===== src/rtl/best_fit_heap_allocator_macros.svh =====
// assertion macros for the heap allocator
`ifndef BEST_FIT_HEAP_ALLOCATOR_MACROS_SVH
`define BEST_FIT_HEAP_ALLOCATOR_MACROS_SVH
// implication checked on every clock edge outside reset
`define BFH_ASSERT_IMP(label, clk, rst_n, ante, cons, msg) \
  label: assert property (@(posedge clk) disable iff (!rst_n) (ante) |-> (cons)) \
    else $error(msg);
// next-cycle implication checked outside reset
`define BFH_ASSERT_NEXT(label, clk, rst_n, ante, cons, msg) \
  label: assert property (@(posedge clk) disable iff (!rst_n) (ante) |=> (cons)) \
    else $error(msg);
`endif


===== src/rtl/bfh_pkg.sv =====
`timescale 1ns / 1ps
// ----------------------------------------------------------------------------
// bfh_pkg
// shared constants and types for the best-fit heap allocator
// ----------------------------------------------------------------------------
package bfh_pkg;
  localparam int HeapBytes   = 4096;
  localparam int HeaderBytes = 8;
  localparam int FreeEntries = 512;
  localparam int SplitSlack  = HeaderBytes * 2;
  localparam int IdxW  = $clog2(FreeEntries);
  localparam int CntW  = $clog2(FreeEntries + 1);
  localparam int SizeW = $clog2(HeapBytes + 1);
  localparam int OffW  = $clog2(HeapBytes);
  localparam int NeedW = 14;

  // request operations
  localparam logic CmdAlloc = 1'b0;
  localparam logic CmdFree  = 1'b1;

  localparam logic [2:0] StAlloc   = 3'd0;
  localparam logic [2:0] StZero    = 3'd1;
  localparam logic [2:0] StNofit   = 3'd2;
  localparam logic [2:0] StFreed   = 3'd3;
  localparam logic [2:0] StIgnored = 3'd4;

  // controller to datapath commands
  typedef struct packed {
    logic load;       // capture input item
    logic scan_rd;    // issue read of scan index
    logic scan_adv;   // compare returned entry, advance
    logic hdr_rd;     // read header store at free start
    logic rem_step;   // one shift-down step of removal
    logic ins_prep;   // set up insert of split remainder or freed block
    logic ins_step;   // one shift-up step of insertion
    logic ins_put;    // write new entry and bump count
    logic hdr_wr;     // write header of the allocated block
  } bfh_cmd_t;

  // datapath to controller status
  typedef struct packed {
    logic is_free;
    logic zero_req;
    logic free_bad;
    logic scan_hit;     // entry at scan index fits
    logic scan_end;     // scan index reached count
    logic do_split;
    logic rem_done;
    logic table_full;
    logic ins_done;     // shifting reached insert position
  } bfh_sts_t;
endpackage


===== src/rtl/bfh_ctrl.sv =====
`timescale 1ns / 1ps
// ----------------------------------------------------------------------------
// bfh_ctrl
// sequencer for scan, removal, split and insertion
// ----------------------------------------------------------------------------
module bfh_ctrl import bfh_pkg::*; (
  input  logic        clk,
  input  logic        rst_n,
  input  logic        in_fire,
  output logic        busy,
  input  bfh_sts_t    sts,
  output bfh_cmd_t    cmd,
  output logic        done,
  output logic [2:0]  done_status,
  output logic        done_alloc
);
  typedef enum logic [9:0] {
    S_IDLE = 10'b0000000001,
    S_DEC  = 10'b0000000010,
    S_RD   = 10'b0000000100,
    S_CMP  = 10'b0000001000,
    S_REM  = 10'b0000010000,
    S_HDR  = 10'b0000100000,
    S_PREP = 10'b0001000000,
    S_INS  = 10'b0010000000,
    S_PUT  = 10'b0100000000,
    S_DONE = 10'b1000000000
  } state_t;

  state_t state_r, state_nxt;
  logic [2:0] st_r, st_nxt;
  logic alloc_r, alloc_nxt;

  assign busy = (state_r != S_IDLE);
  assign done = (state_r == S_DONE);
  assign done_status = st_r;
  assign done_alloc = alloc_r;

  // next state and commands
  always_comb begin
    state_nxt = state_r;
    st_nxt    = st_r;
    alloc_nxt = alloc_r;
    cmd       = '0;
    unique case (state_r)
      S_IDLE: begin
        if (in_fire) begin
          cmd.load  = 1'b1;
          state_nxt = S_DEC;
        end
      end
      S_DEC: begin
        alloc_nxt = 1'b0;
        if (sts.is_free) begin
          if (sts.free_bad) begin
            st_nxt = StIgnored; state_nxt = S_DONE;
          end else begin
            cmd.hdr_rd = 1'b1; st_nxt = StFreed; state_nxt = S_HDR;
          end
        end else if (sts.zero_req) begin
          st_nxt = StZero; state_nxt = S_DONE;
        end else begin
          cmd.scan_rd = 1'b1; state_nxt = S_RD;
        end
      end
      S_RD: state_nxt = S_CMP;
      S_CMP: begin
        cmd.scan_adv = 1'b1;
        if (sts.scan_end) begin
          st_nxt = StNofit; state_nxt = S_DONE;
        end else if (sts.scan_hit) begin
          st_nxt = StAlloc; alloc_nxt = 1'b1; state_nxt = S_REM;
        end else state_nxt = S_RD;
      end
      S_REM: begin
        cmd.rem_step = 1'b1;
        if (sts.rem_done) state_nxt = S_HDR;
      end
      S_HDR: begin
        if (!sts.is_free) begin
          if (sts.do_split) begin
            cmd.hdr_wr = 1'b1; state_nxt = S_PREP;
          end else state_nxt = S_DONE;
        end else state_nxt = S_PREP;
      end
      S_PREP: begin
        cmd.ins_prep = 1'b1;
        state_nxt = sts.table_full ? S_DONE : S_INS;
      end
      S_INS: begin
        if (sts.ins_done) state_nxt = S_PUT;
        else cmd.ins_step = 1'b1;
      end
      S_PUT: begin
        cmd.ins_put = 1'b1; state_nxt = S_DONE;
      end
      S_DONE: state_nxt = S_IDLE;
      default: state_nxt = S_IDLE;
    endcase
  end

  always_ff @(posedge clk) begin
    if (!rst_n) begin
      state_r <= S_IDLE;
      st_r    <= StZero;
      alloc_r <= 1'b0;
    end else begin
      state_r <= state_nxt;
      st_r    <= st_nxt;
      alloc_r <= alloc_nxt;
    end
  end
endmodule


===== config.mk =====
export PLATFORM = sky130hd
export DESIGN_NAME = bfh_ctrl
export DESIGN_NICKNAME = d
export VERILOG_FILES = /design/src/rtl/best_fit_heap_allocator_macros.svh /design/src/rtl/bfh_pkg.sv /design/src/rtl/bfh_ctrl.sv
export SDC_FILE = /design/constraint.sdc
export NUM_CORES = 1
export LEC_CHECK = 0
export ABC_CLOCK_PERIOD_IN_PS = 1400
export BUFFER_PORTS_ARGS = -buffer_cell sky130_fd_sc_hd__buf_4
export CAP_MARGIN = 10
export CORE_MARGIN = 2
export CORE_UTILIZATION = 40
export DETAILED_ROUTE_END_ITERATION = 10
export PLACE_DENSITY = 0.67
export SETUP_SLACK_MARGIN = 0.3
export SYNTH_ARGS = -nofsm -noshare
export SYNTH_HDL_FRONTEND = slang
export SYNTH_SLANG_ARGS = --single-unit

===== constraint.sdc =====
create_clock -name clk -period 1.4 [get_ports clk]
set_input_delay 0.14 -clock clk [delete_from_list [all_inputs] [get_ports clk]]
set_output_delay 0.14 -clock clk [all_outputs]
set_load 0.1 [all_outputs]

==> impl_summary.txt, run 1 <==
----------------------------------------------------
[Floorplan]
  Boundary Pins ... 27
  Initial Utilization ... 41.9%
  Number of rows in the core area ... 17
  Overall die height ... 51.7 µm
  DIE WIDTH ... 51.7 µm

[CTS]
  Level count of the clock H-tree ... 1
  Number of CTS-inserted buffers ... 3
  Maximum buffer depth of the clock tree ... 2
  Clock net sink count ... 14
  Clock root buffer ... sky130_fd_sc_hd__clkbuf_4
  Number of hold buffers added after CTS ... 0

[Synth]
  Post-synthesis net count ... 125
  Share of the yosys chip area belonging to registers ... 30.9%
  Netlist Area Pre-Place ... 908 µm²
  Count of unique library cells instantiated by Yosys ... 40
  Gate Count Post-Synth ... 113
  Main synth FF type ... sky130_fd_sc_hd__dfxtp_1
  Synth Register Bits ... 14
  Avg Synthesized Cell Area ... 8.04 µm²
  Post-synth ARST share ... 0%
  Count of flip-flops with a built-in enable after synthesis ... 0
  Total number of yosys warnings ... 0

[Timing]
  Last worst endpoint in the global-route repair_timing ... cmd[2]
  Worst End Pin Type ... top-level output

[GRT]
  Initial antenna violation count ... 0
  Maximum number of pins on one net before global-route repair ... 9

[Status]
  Log Error ... [ERROR DPL-0033] detailed placement checks failed during check placement.
  Outcome ... stopped before the end
  Failing step ... global routing

[Placement]
  Final weighted congestion of routability-driven global placement ... 0.856
  HPWL after detailed placement ... 2260 µm
  Count of buffers inserted at the top-level ports ... 26
  Pre-CTS setup slack ... -0.437 ns

----------------------------------------------------
## cells in the mapped netlist, types with 2 or more instances
master                     instances  area share [%]
sky130_fd_sc_hd__dfxtp_1          14              31
sky130_fd_sc_hd__nor2_1           13             5.4
sky130_fd_sc_hd__nor3_1            8             4.4
sky130_fd_sc_hd__a21oi_1           7             3.9
sky130_fd_sc_hd__nand3_1           6             3.3
sky130_fd_sc_hd__inv_1             5             2.1
sky130_fd_sc_hd__nand2b_1          5             3.4
sky130_fd_sc_hd__o21ai_0           5             2.8
sky130_fd_sc_hd__nand2_1           3             1.2
sky130_fd_sc_hd__nor3b_1           3             2.5
sky130_fd_sc_hd__nor4b_1           3             2.9
sky130_fd_sc_hd__o21ai_1           3             1.7
sky130_fd_sc_hd__or3_1             3             2.1
sky130_fd_sc_hd__and3_1            2             1.4
sky130_fd_sc_hd__buf_2             2             1.1
sky130_fd_sc_hd__clkbuf_1          2            0.83
sky130_fd_sc_hd__o21ba_1           2             2.2
sky130_fd_sc_hd__o22a_1            2             1.9
sky130_fd_sc_hd__o32a_1            2             2.2
sky130_fd_sc_hd__or2_2             2             1.4
sky130_fd_sc_hd__xor2_1            2             1.9
## metrics by stage
stage / instances / hold slack (ns) / instance area [µm²] / TNS, ns
4_1_cts: 213 / 0.0904 / 1910 / -7.67
3_5_place_dp: 203 / 0.392 / 1570 / -5.02
3_3_place_gp: 203 / 0.391 / 1570 / -4.52
2_1_floorplan: 113 / 0.226 / 1060 / -7.90
## cells by family after synthesis
kind of cell,count (synthesis),synth area share [%]
AND/OR/NAND/NOR,58,39.7
AO/OA/AOI/OAI,27,20.4
flip-flops,14,30.9
buffers and inverters,11,6.06
XOR/XNOR,2,1.93
multiplexers,1,1.10
## timing repair
action / in CTS
cloned: 0
buffers inserted: 6
endpoints found under the setup margin: 25
resized for setup: 61
pin swaps: 14
==> run 2: changes to the inputs <==
ABC_CLOCK_PERIOD_IN_PS = 1820   (was 1400)
CORE_UTILIZATION = 25   (was 40)
PLACE_DENSITY = unset   (was 0.67)
PLACE_DENSITY_LB_ADDON = 0.15   (was unset)
SETUP_SLACK_MARGIN = unset   (was 0.3)
clock period = 1.82 ns   (was 1.4 ns; I/O delays follow)
==> run 2 against run 1 <==
Compared with the run above:
- the flow now finishes, with violations (setup timing)
- synthesized cell count stayed put
- synthesized area stayed put
==> impl_summary.txt, run 2 <==
----------------------------------------------------
[Synth]
  Leading cell type by number of instances after synthesis ... sky130_fd_sc_hd__dfxtp_1
  Commonest cells in the netlist ... sky130_fd_sc_hd__dfxtp_1 (14), sky130_fd_sc_hd__nor2_1 (13), sky130_fd_sc_hd__nor3_1 (8), sky130_fd_sc_hd__a21oi_1 (7), sky130_fd_sc_hd__nand3_1 (6)
  Synth Register Bits ... 14
  Share of the synthesized area in the top cell type ... between 30% and 40%
  Compound-gate portion of the synthesized area ... roughly a fifth
  Gate Count Post-Synth ... approximately 110
  Leading post-synthesis cells by cell area ... sky130_fd_sc_hd__dfxtp_1 (31%), sky130_fd_sc_hd__nor2_1 (5.4%), sky130_fd_sc_hd__nor3_1 (4.4%)
  Main combinational cell family by area after synthesis ... simple AND/OR/NAND/NOR gates
  Leading area contributor after synthesis ... sky130_fd_sc_hd__dfxtp_1
  Proportion of synthesized area in mux cells ... around 1.1%
  Count of unique library cells instantiated by Yosys ... 40
  Avg Synthesized Cell Area ... 8.04 µm²
  Post-synth ARST share ... 0%
  Share of synthesized cell area in and, or, nand and nor gates ... 39.7%
  XOR/XNOR share of the synthesized area ... about 1.9%
  Share of the yosys chip area belonging to registers ... between 30 and 40%
  Total number of yosys warnings ... 0
  Main synth FF type ... sky130_fd_sc_hd__dfxtp_1
  Area share of fa/ha/maj cells after synthesis ... 0%
  Netlist Area Pre-Place ... about 910 µm²
  Post-synthesis net count ... 125
  Count of flip-flops with a built-in enable after synthesis ... 0

[Finish]
  Final antenna diode count ... 0
  Register with the highest flop count ... state_r
  Commonest cells after routing, fill and taps aside ... sky130_fd_sc_hd__buf_4 (44), sky130_fd_sc_hd__dfxtp_1 (10), sky130_fd_sc_hd__nor2_1 (9), sky130_fd_sc_hd__buf_12 (8)
  Fillers ... approximately 320
  Layout cells sized above 1 ... 55.9%
  Final design instance area without fill ... around 1700 µm²
  Max reg flops ... 10
  Area added between synthesis and finish ... 89.8%
  Most common cell after layout, fill and taps aside ... sky130_fd_sc_hd__buf_4
  Nets ... between 150 and 200

[Status]
  Violated checks ... setup timing
  Outcome ... complete, but fails checks

[Timing]
  Slew Limit Headroom ... 73.3%
  Pin slew with the least headroom to its limit ... 0.391 ns
  Pins over their slew limit ... 0
  Final setup violation count ... 8
  Final WS setup ... -0.267 ns
  Final hold viol count ... 0
  Setup TNS ... -0.793 ns
  Minimum clock period after layout ... 2.09 ns
  Achievable Freq ... between 400 and 500 MHz
  Final Hold Slack ... 0.146 ns
  Worst-case clock skew ... 0.00813 ns
  Setup repair after global routing missed its margin ... yes
  Final worst path period share ... 115%

[Power]
  Maximum vdd ir drop ... 0.361 mV
  Leakage ... 0.715 nW
  Power per standard cell area ... 678 nW/µm²

[CTS]
  Clock net sink count ... 14
  Clock insertion delay at the later pin of the skew report ... 0.28 ns
  Level count of the clock H-tree ... 1
  CTS tree ... built
  Clock root buffer ... sky130_fd_sc_hd__clkbuf_4
  Maximum buffer depth of the clock tree ... 2
  Number of CTS-inserted buffers ... 3
  Register clock-pin slew on the reported worst setup and hold paths ... 0.10 ns
  Number of hold buffers added after CTS ... 0

[GRT]
  All-layer global routing usage ... 15.6%
  Initial antenna violation count ... 0
  Overflow left after global routing ... 0
  First-pass GRT wire length ... 5100 µm
  Maximum number of pins on one net before global-route repair ... 9
  Vias in the first global route ... 1087

[Critical path]
  Largest fanout of any net on the critical path ... 3
  Logic depth of the worst register-to-register path ... 6
  Arrival @ worst endpoint ... 1.90 ns
  Worst flop-to-flop path endpoint ... done_status[0]$_SDFFE_PN1P_
  CP Capture Type ... primary output
  Slowest cell on crit path ... sky130_fd_sc_hd__or4_4
  Required @ worst endpoint ... 1.64 ns
  Crit Path Class ... reg2out
  CP startpoint kind ... flip-flop
  Chain of cells forming the critical path ... or4_4 -> or3_4 -> nor3_4 -> buf_12
  Launching instance or port of the critical path ... state_r[3]$_SDFFE_PN0P_
  Register-to-register path setup slack ... 0.08 ns
  RR Startpoint ... state_r[6]$_SDFFE_PN0P_
  Critical path's largest stage delay ... 0.53 ns

[Routing]
  Number of routed nets with antenna violations ... 0
  Detailed Route WL ... 2960 µm
  Post-route DRC violation count ... 0
  Count of vias placed by the detailed router ... 1065
  Post-detailed-route via-to-cell ratio ... 4.93
  First-pass iteration count of the detailed router ... 4
  Average wire per cell in the routed design ... 13.7 µm
  Iteration-0 DRC Markers ... 20

[Floorplan]
  Boundary Pins ... 27
  Overall die height ... 64.3 µm
  Die Outline Area ... 4130 µm²
  Number of rows in the core area ... 21
  DIE WIDTH ... 64.3 µm
  Initial Utilization ... between 20% and 30%
  Core area ... ~3400 µm²

[Placement]
  HPWL after detailed placement ... about 2200 µm
  Final weighted congestion of routability-driven global placement ... between 0.8 and 0.9
  Count of buffers inserted at the top-level ports ... 26
  Instance area at placement ... 1390 µm²

[Worst hold path]
  Min-delay src ... rst_n
  Endpoint with the worst hold slack ... done_status[0]$_SDFFE_PN1P_
  Number of instances on the worst hold path ... 2
  Hold/Removal Path Class ... in2reg

[Flow run]
  Count of max-cap constraint violations ... 0

----------------------------------------------------
[run 2: cell counts after synthesis]
No cell type changed its count.
[run 2: logic make-up after synthesis]
logic type | count (synthesis)
AOI/OAI and AO/OA | 27
xor gates and xnor gates | 2
buffers and inverters | 11
DFF | 14
muxes | 1
and+or+nand+nor | 58
[run 2: final cells by class]
class | count | area [µm²] | area share (%)
inverters | 5 | 18.8 | 1.09
multi-input cells | 88 | 754 | 43.8
clock buffers | 4 | 36.3 | 2.10
well taps | 46 | 57.6 | 3.34
repair buffers | 59 | 569 | 33.0
flip-flops and latches | 14 | 288 | 16.7
[run 2: worst max-delay path: cells and delay by family, from the launching register on]
| family | cells | cell delay (ns) |
|---|---|---|
| buffers and inverters | 1 | 0.20 |
| AND/OR/NAND/NOR | 3 | 1.11 |
| flip-flops | 1 | 0.32 |
[run 2: metrics by stage]
| step | util [%] | power, W | worst slack (ns) | instances |
|---|---|---|---|---|
| after floorplan | - | 0.000669 | -0.625 | 113 |
| after global routing | 50.5 | 0.00123 | -0.328 | 216 |
| final | 50.5 | 0.00117 | -0.267 | 216 |
| after CTS | 48.2 | 0.00113 | -0.282 | 213 |
| after detailed placement | 40.7 | 0.000823 | -0.0638 | 203 |
| after global placement | 40.7 | 0.000821 | -0.0498 | 203 |
[run 2: timing repair]
item / CTS / global route
cloned: 0 / 0
pin swaps: 8 / 8
buffers inserted: 6 / 3
setup endpoints to repair: 11 / 15
gates resized for setup: 42 / 11
[run 2: layer usage]
metal | vias to the layer above | GRT usage [%] | part of all wire [%]
li1 | 536 | - | -
met1 | 504 | 20.3 | 46
met2 | 23 | 26.6 | 49
met3 | 2 | 2.64 | 3.7
met4 | 0 | 3.99 | 0.68
met5 | - | 0 | 0
[run 2: worst max-delay path by stage]
stage,cells after the start,end
floorplan,5,state_r[9]$_SDFFE_PN0P_
global placement,4,cmd[2]
detailed placement,4,cmd[2]
CTS,4,cmd[2]
global route,4,cmd[2]
finish,4,cmd[2]
[run 2: where the power goes]
part / total (W) / internal [W] / switching, W
clock network: 0.000230 / 0.000122 / 0.000108
registers: 0.000328 / 0.000320 / 0.00000759
logic: 0.000612 / 0.000253 / 0.000359
total: 0.00117 / 0.000695 / 0.000475
No activity file was read; power rests on OpenSTA's default activity.
==> run 3: changes to the inputs <==
ABC_AREA = 1   (was unset)
==> run 3 against run 2 <==
Compared with the run above:
- the run now ends clean
- global-route usage down 2.1 points
- total power down 28%
- worst setup slack better by 0.37 ns
- first-iteration DRC count rose to 3.3 times the previous value
- core utilization down 16 points
- synthesized area up 1.4%
- die area up 1.3%
- clock power up 40%
- wire length down 13%
- sequential share of layout area up 5.5 points
==> impl_summary.txt, run 3 <==
----------------------------------------------------
[Power]
  Internal portion of total power ... 0.000560 W
  Leakage ... roughly 0.65 nW
  Combinational share of power ... 23.3%
  Maximum vdd ir drop ... around 0.23 mV
  Portion of total power attributed to the clock network ... 38.4%
  Register share of total power ... 38.3%
  Sw power ... 0.000278 W
  Switching part of the total ... 33.2%
  Power per standard cell area ... 664 nW/µm²

[Finish]
  Layout cells sized above 1 ... 28.7%
  Final design instance area without fill ... 1260 µm²
  Fin util ... 35.0%
  Final antenna diode count ... 0
  Register with the highest flop count ... state_r
  Max reg flops ... 10
  Nets ... 194
  Area added between synthesis and finish ... 37.0%
  Most common cell after layout, fill and taps aside ... sky130_fd_sc_hd__inv_1
  Number of cells in the finished layout apart from fillers ... 229
  Commonest cells after routing, fill and taps aside ... sky130_fd_sc_hd__inv_1 (30), sky130_fd_sc_hd__nand2_1 (29), sky130_fd_sc_hd__buf_4 (24), sky130_fd_sc_hd__nor2_1 (23), sky130_fd_sc_hd__dfxtp_1 (14)

[Synth]
  Leading cell type by number of instances after synthesis ... sky130_fd_sc_hd__inv_1
  Post-synthesis net count ... about 160
  Total number of yosys warnings ... 0
  Netlist Area Pre-Place ... 921 µm²
  Count of unique library cells instantiated by Yosys ... 21
  Main synth FF type ... sky130_fd_sc_hd__dfxtp_1
  Commonest cells in the netlist ... sky130_fd_sc_hd__inv_1 (30), sky130_fd_sc_hd__nand2_1 (29), sky130_fd_sc_hd__nor2_1 (27), sky130_fd_sc_hd__dfxtp_1 (14), sky130_fd_sc_hd__nand3_1 (10)
  Count of flip-flops with a built-in enable after synthesis ... 0
  Share of the synthesized area in the top cell type ... 30.4%
  Leading area contributor after synthesis ... sky130_fd_sc_hd__dfxtp_1
  Avg Synthesized Cell Area ... between 6 and 7 µm²
  Leading post-synthesis cells by cell area ... sky130_fd_sc_hd__dfxtp_1 (30%), sky130_fd_sc_hd__inv_1 (12%), sky130_fd_sc_hd__nand2_1 (12%)
  Gate Count Post-Synth ... 151
  Synth Register Bits ... 14
  Post-synth ARST share ... 0%
  Share of the yosys chip area belonging to registers ... a little under a third

[GRT]
  Overflow left after global routing ... 0
  All-layer global routing usage ... 13.5%
  Maximum number of pins on one net before global-route repair ... 11
  First-pass GRT wire length ... 4330 µm
  Initial antenna violation count ... 0
  Vias in the first global route ... about 980

[Critical path]
  Register-to-register path setup slack ... roughly 0.41 ns
  Critical Path Most Common Cell ... sky130_fd_sc_hd__nor2_2
  Slowest cell on crit path ... sky130_fd_sc_hd__dfxtp_1
  Logic depth of the worst register-to-register path ... 10
  Number of cells on the critical path ... 6
  RR Startpoint ... state_r[9]$_SDFFE_PN0P_
  CP startpoint kind ... flip-flop
  Crit Path Class ... reg2out
  Launching instance or port of the critical path ... state_r[1]$_SDFFE_PN0P_
  Required @ worst endpoint ... 1.64 ns
  Largest delay share family, worst path ... simple AND/OR/NAND/NOR gates
  CP Capture Type ... primary output
  Largest fanout of any net on the critical path ... 5
  Critical path's largest stage delay ... 0.36 ns
  Worst flop-to-flop path endpoint ... state_r[8]$_SDFFE_PN0P_
  Arrival @ worst endpoint ... 1.54 ns
  Critical path buffer and inverter count ... 1
  Chain of cells forming the critical path ... nor2_2 -> nand2_2 -> nor2_1 -> nand2_1 -> nor2_2 -> buf_4

[Floorplan]
  Initial Utilization ... between 20% and 30%
  Die Outline Area ... ~4200 µm²
  Overall die height ... approximately 65 µm
  Core area ... 3610 µm²
  DIE WIDTH ... 64.7 µm
  Boundary Pins ... 27
  Number of rows in the core area ... 22

[Worst hold path]
  Min-delay src ... rst_n
  Number of instances on the worst hold path ... 2
  Endpoint with the worst hold slack ... done_status[0]$_SDFFE_PN1P_
  Hold/Removal Path Class ... in2reg

[Routing]
  Count of vias placed by the detailed router ... 1024
  Average wire per cell in the routed design ... around 11 µm
  Number of routed nets with antenna violations ... 0
  Post-detailed-route via-to-cell ratio ... 4.47
  Detailed Route WL ... 2580 µm
  First-pass iteration count of the detailed router ... 4
  Iteration-0 DRC Markers ... 65
  Post-route DRC violation count ... 0

[Placement]
  Pre-CTS setup slack ... 0.316 ns
  Number of placed cells counting well taps ... 224
  Final weighted congestion of routability-driven global placement ... 0.893
  Instance area at placement ... approximately 1200 µm²
  HPWL after detailed placement ... 2090 µm
  Count of buffers inserted at the top-level ports ... 26

[CTS]
  Clock net sink count ... 14
  Number of hold buffers added after CTS ... 0
  Maximum buffer depth of the clock tree ... 2
  Register clock-pin slew on the reported worst setup and hold paths ... 0.07 ns
  Level count of the clock H-tree ... 1
  CTS tree ... built
  Number of CTS-inserted buffers ... 3
  Clock insertion delay at the later pin of the skew report ... 0.25 ns
  Clock root buffer ... sky130_fd_sc_hd__clkbuf_8

[Timing]
  Final worst path period share ... a little over nine tenths
  Worst-case clock skew ... 0.00420 ns
  Final WS setup ... 0.0984 ns
  Pin slew with the least headroom to its limit ... approximately 0.32 ns
  Final Hold Slack ... roughly 0.16 ns
  Final setup violation count ... 0
  Final hold viol count ... 0
  Achievable Freq ... just under 600 MHz
  Minimum clock period after layout ... about 1.7 ns
  Pins over their slew limit ... 0
  Slew Limit Headroom ... 78.7%
  Setup repair after global routing missed its margin ... no

[Flow run]
  Count of max-cap constraint violations ... 0

[Status]
  Outcome ... finished clean

----------------------------------------------------
==> run 3: stage by stage <==
stage | setup TNS [ns] | power [W]
final | 0 | 0.000838
after global routing | 0 | 0.000876
after CTS | 0 | 0.000844
after detailed placement | 0 | 0.000522
after global placement | 0 | 0.000522
after floorplan | -0.348 | 0.000465
==> run 3: worst max path at each step <==
stage / end
floorplan: cmd[8]
global placement: cmd[7]
detailed placement: cmd[2]
CTS: cmd[2]
global route: cmd[2]
finish: cmd[0]
==> run 3: per-layer routing <==
layer	share of wire, %	track usage [%]	routed length (µm)
met4	1.9	6.65	48
met1	48	16.8	1240
met2	46	22.3	1180
met5	0	0	0
met3	4.4	2.60	114
==> run 3: power by group through the flow <==
stage	sequential, W	combinational (W)	clock [W]
2_1_floorplan	0.000342	0.000123	0
3_3_place_gp	0.000327	0.000195	0
3_5_place_dp	0.000328	0.000194	0
4_1_cts	0.000321	0.000195	0.000328
5_1_grt	0.000322	0.000210	0.000344
6_report	0.000321	0.000195	0.000322
==> run 3: what timing repair did <==
item,CTS,global route
endpoints found under the setup margin,0,5
gates resized for setup,0,4
setup buffers,0,1
==> run 3: cell type report <==
class                           instances  area [µm²]
Clock buffer                            4        55.1
Multi-Input combinational cell        105         532
Sequential cell                        14         280
Tap cell                               48        60.1
Inverter                               31         116
Timing Repair Buffer                   27         218
Fill cell                             409        2340
==> run 3: cell families (layout without fill, tap and decap cells) <==
| logic type | Yosys count | in the layout | share of synthesized area (%) |
|---|---|---|---|
| buf+inv | 32 | 62 | 13.5 |
| flops | 14 | 14 | 30.4 |
| compound gates | 10 | 10 | 5.98 |
| simple gates | 95 | 95 | 50.1 |
==> run 4: changes to the inputs <==
CORE_AREA = 2 2 63 65   (was unset)
CORE_MARGIN = unset   (was 2)
CORE_UTILIZATION = unset   (was 25)
DIE_AREA = 0 0 65 67   (was unset)
SLEW_MARGIN = 20   (was unset)
==> run 4 against run 3 <==
Compared with the run above:
- global-route usage shrank 0.83 points
- sequential share of layout area grew 0.066 points
- via count shrank 0.29%
- core utilization shrank 0.10 points
- critical path depth is the same
- largest cell class unchanged
- sequential power is essentially flat
- largest power group is now registers
- critical path type unchanged
- critical endpoint is now cmd[7]
- cell area shrank 0.30%
- sequential cell count is the same
- total power shrank 1.3%
==> impl_summary.txt, run 4 (same netlist as run 3, synthesis figures left out) <==
----------------------------------------------------
[Status]
  Outcome ... finished clean

[Routing]
  Post-route DRC violation count ... 0
  First-pass iteration count of the detailed router ... 4
  Highest metal layer with signal wires ... met4
  Count of vias placed by the detailed router ... 1021
  Average wire per cell in the routed design ... 10.8 µm
  Met1 Routed Length ... 1190 µm
  Detailed Route WL ... ~2500 µm
  Iteration-0 DRC Markers ... 21
  Routed wl met3 ... 83 µm
  Total length of routed met2 wires ... ~1100 µm
  Number of routed nets with antenna violations ... 0
  Post-detailed-route via-to-cell ratio ... 4.46

[CTS]
  Level count of the clock H-tree ... 1
  Number of hold buffers added after CTS ... 0
  Register clock-pin slew on the reported worst setup and hold paths ... 0.06 ns
  CTS tree ... built
  Number of CTS-inserted buffers ... 3
  Maximum buffer depth of the clock tree ... 2
  Clock insertion delay at the later pin of the skew report ... between 0.2 and 0.3 ns
  Clock root buffer ... sky130_fd_sc_hd__clkbuf_8
  Clock net sink count ... 14

[Critical path]
  Number of cells on the critical path ... 6
  Crit Path Class ... reg2out
  Arrival @ worst endpoint ... 1.53 ns
  Critical path's largest stage delay ... 0.33 ns
  Slowest cell on crit path ... sky130_fd_sc_hd__dfxtp_1
  CP startpoint kind ... flip-flop
  CP Capture Type ... primary output
  Required @ worst endpoint ... between 1.5 and 2 ns
  Critical path buffer and inverter count ... 1
  Chain of cells forming the critical path ... nor2_2 -> nand2_2 -> nor2_4 -> nand2_2 -> nor2_4 -> buf_4
  Largest fanout of any net on the critical path ... 6
  Largest delay share family, worst path ... simple AND/OR/NAND/NOR gates
  Logic depth of the worst register-to-register path ... 9

[Floorplan]
  DIE WIDTH ... 65 µm
  Core area ... about 3600 µm²
  Die Outline Area ... 4360 µm²
  Initial Utilization ... 25.5%
  Overall die height ... approximately 67 µm
  Boundary Pins ... 27
  Number of rows in the core area ... 22

[Finish]
  Commonest cells after routing, fill and taps aside ... sky130_fd_sc_hd__inv_1 (30), sky130_fd_sc_hd__nand2_1 (29), sky130_fd_sc_hd__buf_4 (25), sky130_fd_sc_hd__nor2_1 (23), sky130_fd_sc_hd__dfxtp_1 (14)
  Fillers ... 408
  Final antenna diode count ... 0
  Register with the highest flop count ... state_r
  Fin util ... 34.9%
  Area added between synthesis and finish ... 36.5%
  Nets ... 194
  Most common cell after layout, fill and taps aside ... sky130_fd_sc_hd__inv_1
  Max reg flops ... 10
  Layout cells sized above 1 ... 28.7%

[Timing]
  Setup repair after global routing missed its margin ... no
  Final setup violation count ... 0
  Worst-case clock skew ... 0.000488 ns
  Achievable Freq ... between 500 and 600 MHz
  Pin slew with the least headroom to its limit ... roughly 0.31 ns
  Final Hold Slack ... around 0.17 ns
  Minimum clock period after layout ... 1.71 ns
  Final hold viol count ... 0
  Slew Limit Headroom ... 79.3%
  Final worst path period share ... 93.9%
  Pins over their slew limit ... 0

[GRT]
  Vias in the first global route ... between 900 and 1k
  Initial antenna violation count ... 0
  First-pass GRT wire length ... 4210 µm
  Overflow left after global routing ... 0
  Maximum number of pins on one net before global-route repair ... 11
  All-layer global routing usage ... 12.7%

[Power]
  Power per standard cell area ... 657 nW/µm²
  Maximum vdd ir drop ... 0.260 mV
  Leakage ... 0.649 nW

[Worst hold path]
  Hold/Removal Path Class ... in2reg
  Number of instances on the worst hold path ... 2

[Placement]
  Final weighted congestion of routability-driven global placement ... 0.877
  Count of buffers inserted at the top-level ports ... 26
  HPWL after detailed placement ... 2080 µm

[Flow run]
  Count of max-cap constraint violations ... 0

----------------------------------------------------
[run 4: cell types whose count changed in the layout (fill, tap and decap cells not counted)]
cell and delta:
sky130_fd_sc_hd__buf_6 -1, sky130_fd_sc_hd__buf_4 +1
[run 4: through the flow]
stage	total power (W)	setup TNS [ns]	setup slack (ns)	area (µm²)	std cells
after global routing	0.000868	0	0.00409	1260	229
after detailed placement	0.000521	0	0.307	1180	224
after CTS	0.000833	0	0.0284	1240	228
after global placement	0.000522	0	0.345	1180	224
after floorplan	0.000465	-0.348	-0.348	936	151
final	0.000827	0	0.112	1260	229
[run 4: routing by layer]
metal  GRT usage, %  vias to the layer above
li1               -                      526
met1           15.3                      466
met2           21.1                       24
met3           2.03                        5
met4           7.45                        0
met5              0                        -
[run 4: final timing paths]
check,startpoint,endpoint,slack (ns)
setup / recovery,state_r[6]$_SDFFE_PN0P_,cmd[7],0.11
hold / removal,in_fire,state_r[0]$_SDFFE_PN1P_,0.17
setup reg to reg,state_r[1]$_SDFFE_PN0P_,state_r[5]$_SDFFE_PN0P_,0.41
hold reg to reg,done_status[0]$_SDFFE_PN1P_,done_status[0]$_SDFFE_PN1P_,0.46
[run 4: repair_timing]
item	4_1_cts	5_1_grt
setup endpoints to repair	0	3
resized for setup	0	3
buffers inserted	0	1
[run 4: layout make-up]
class	instances	area (µm²)	area share [%]
clock buffers	4	55.1	4.38
repair buffers	27	214	17.0
flip-flops and latches	14	280	22.3
inverters	31	116	9.25
well taps	48	60.1	4.78
multi-input cells	105	532	42.3
[run 4: report_power, final]
part | internal (W) | switching, W | leakage (nW)
sequential | 0.000314 | 0.00000690 | 0.113
combinational | 0.0000537 | 0.000140 | 0.507
clock | 0.000192 | 0.000120 | 0.0288
total | 0.000560 | 0.000267 | 0.649
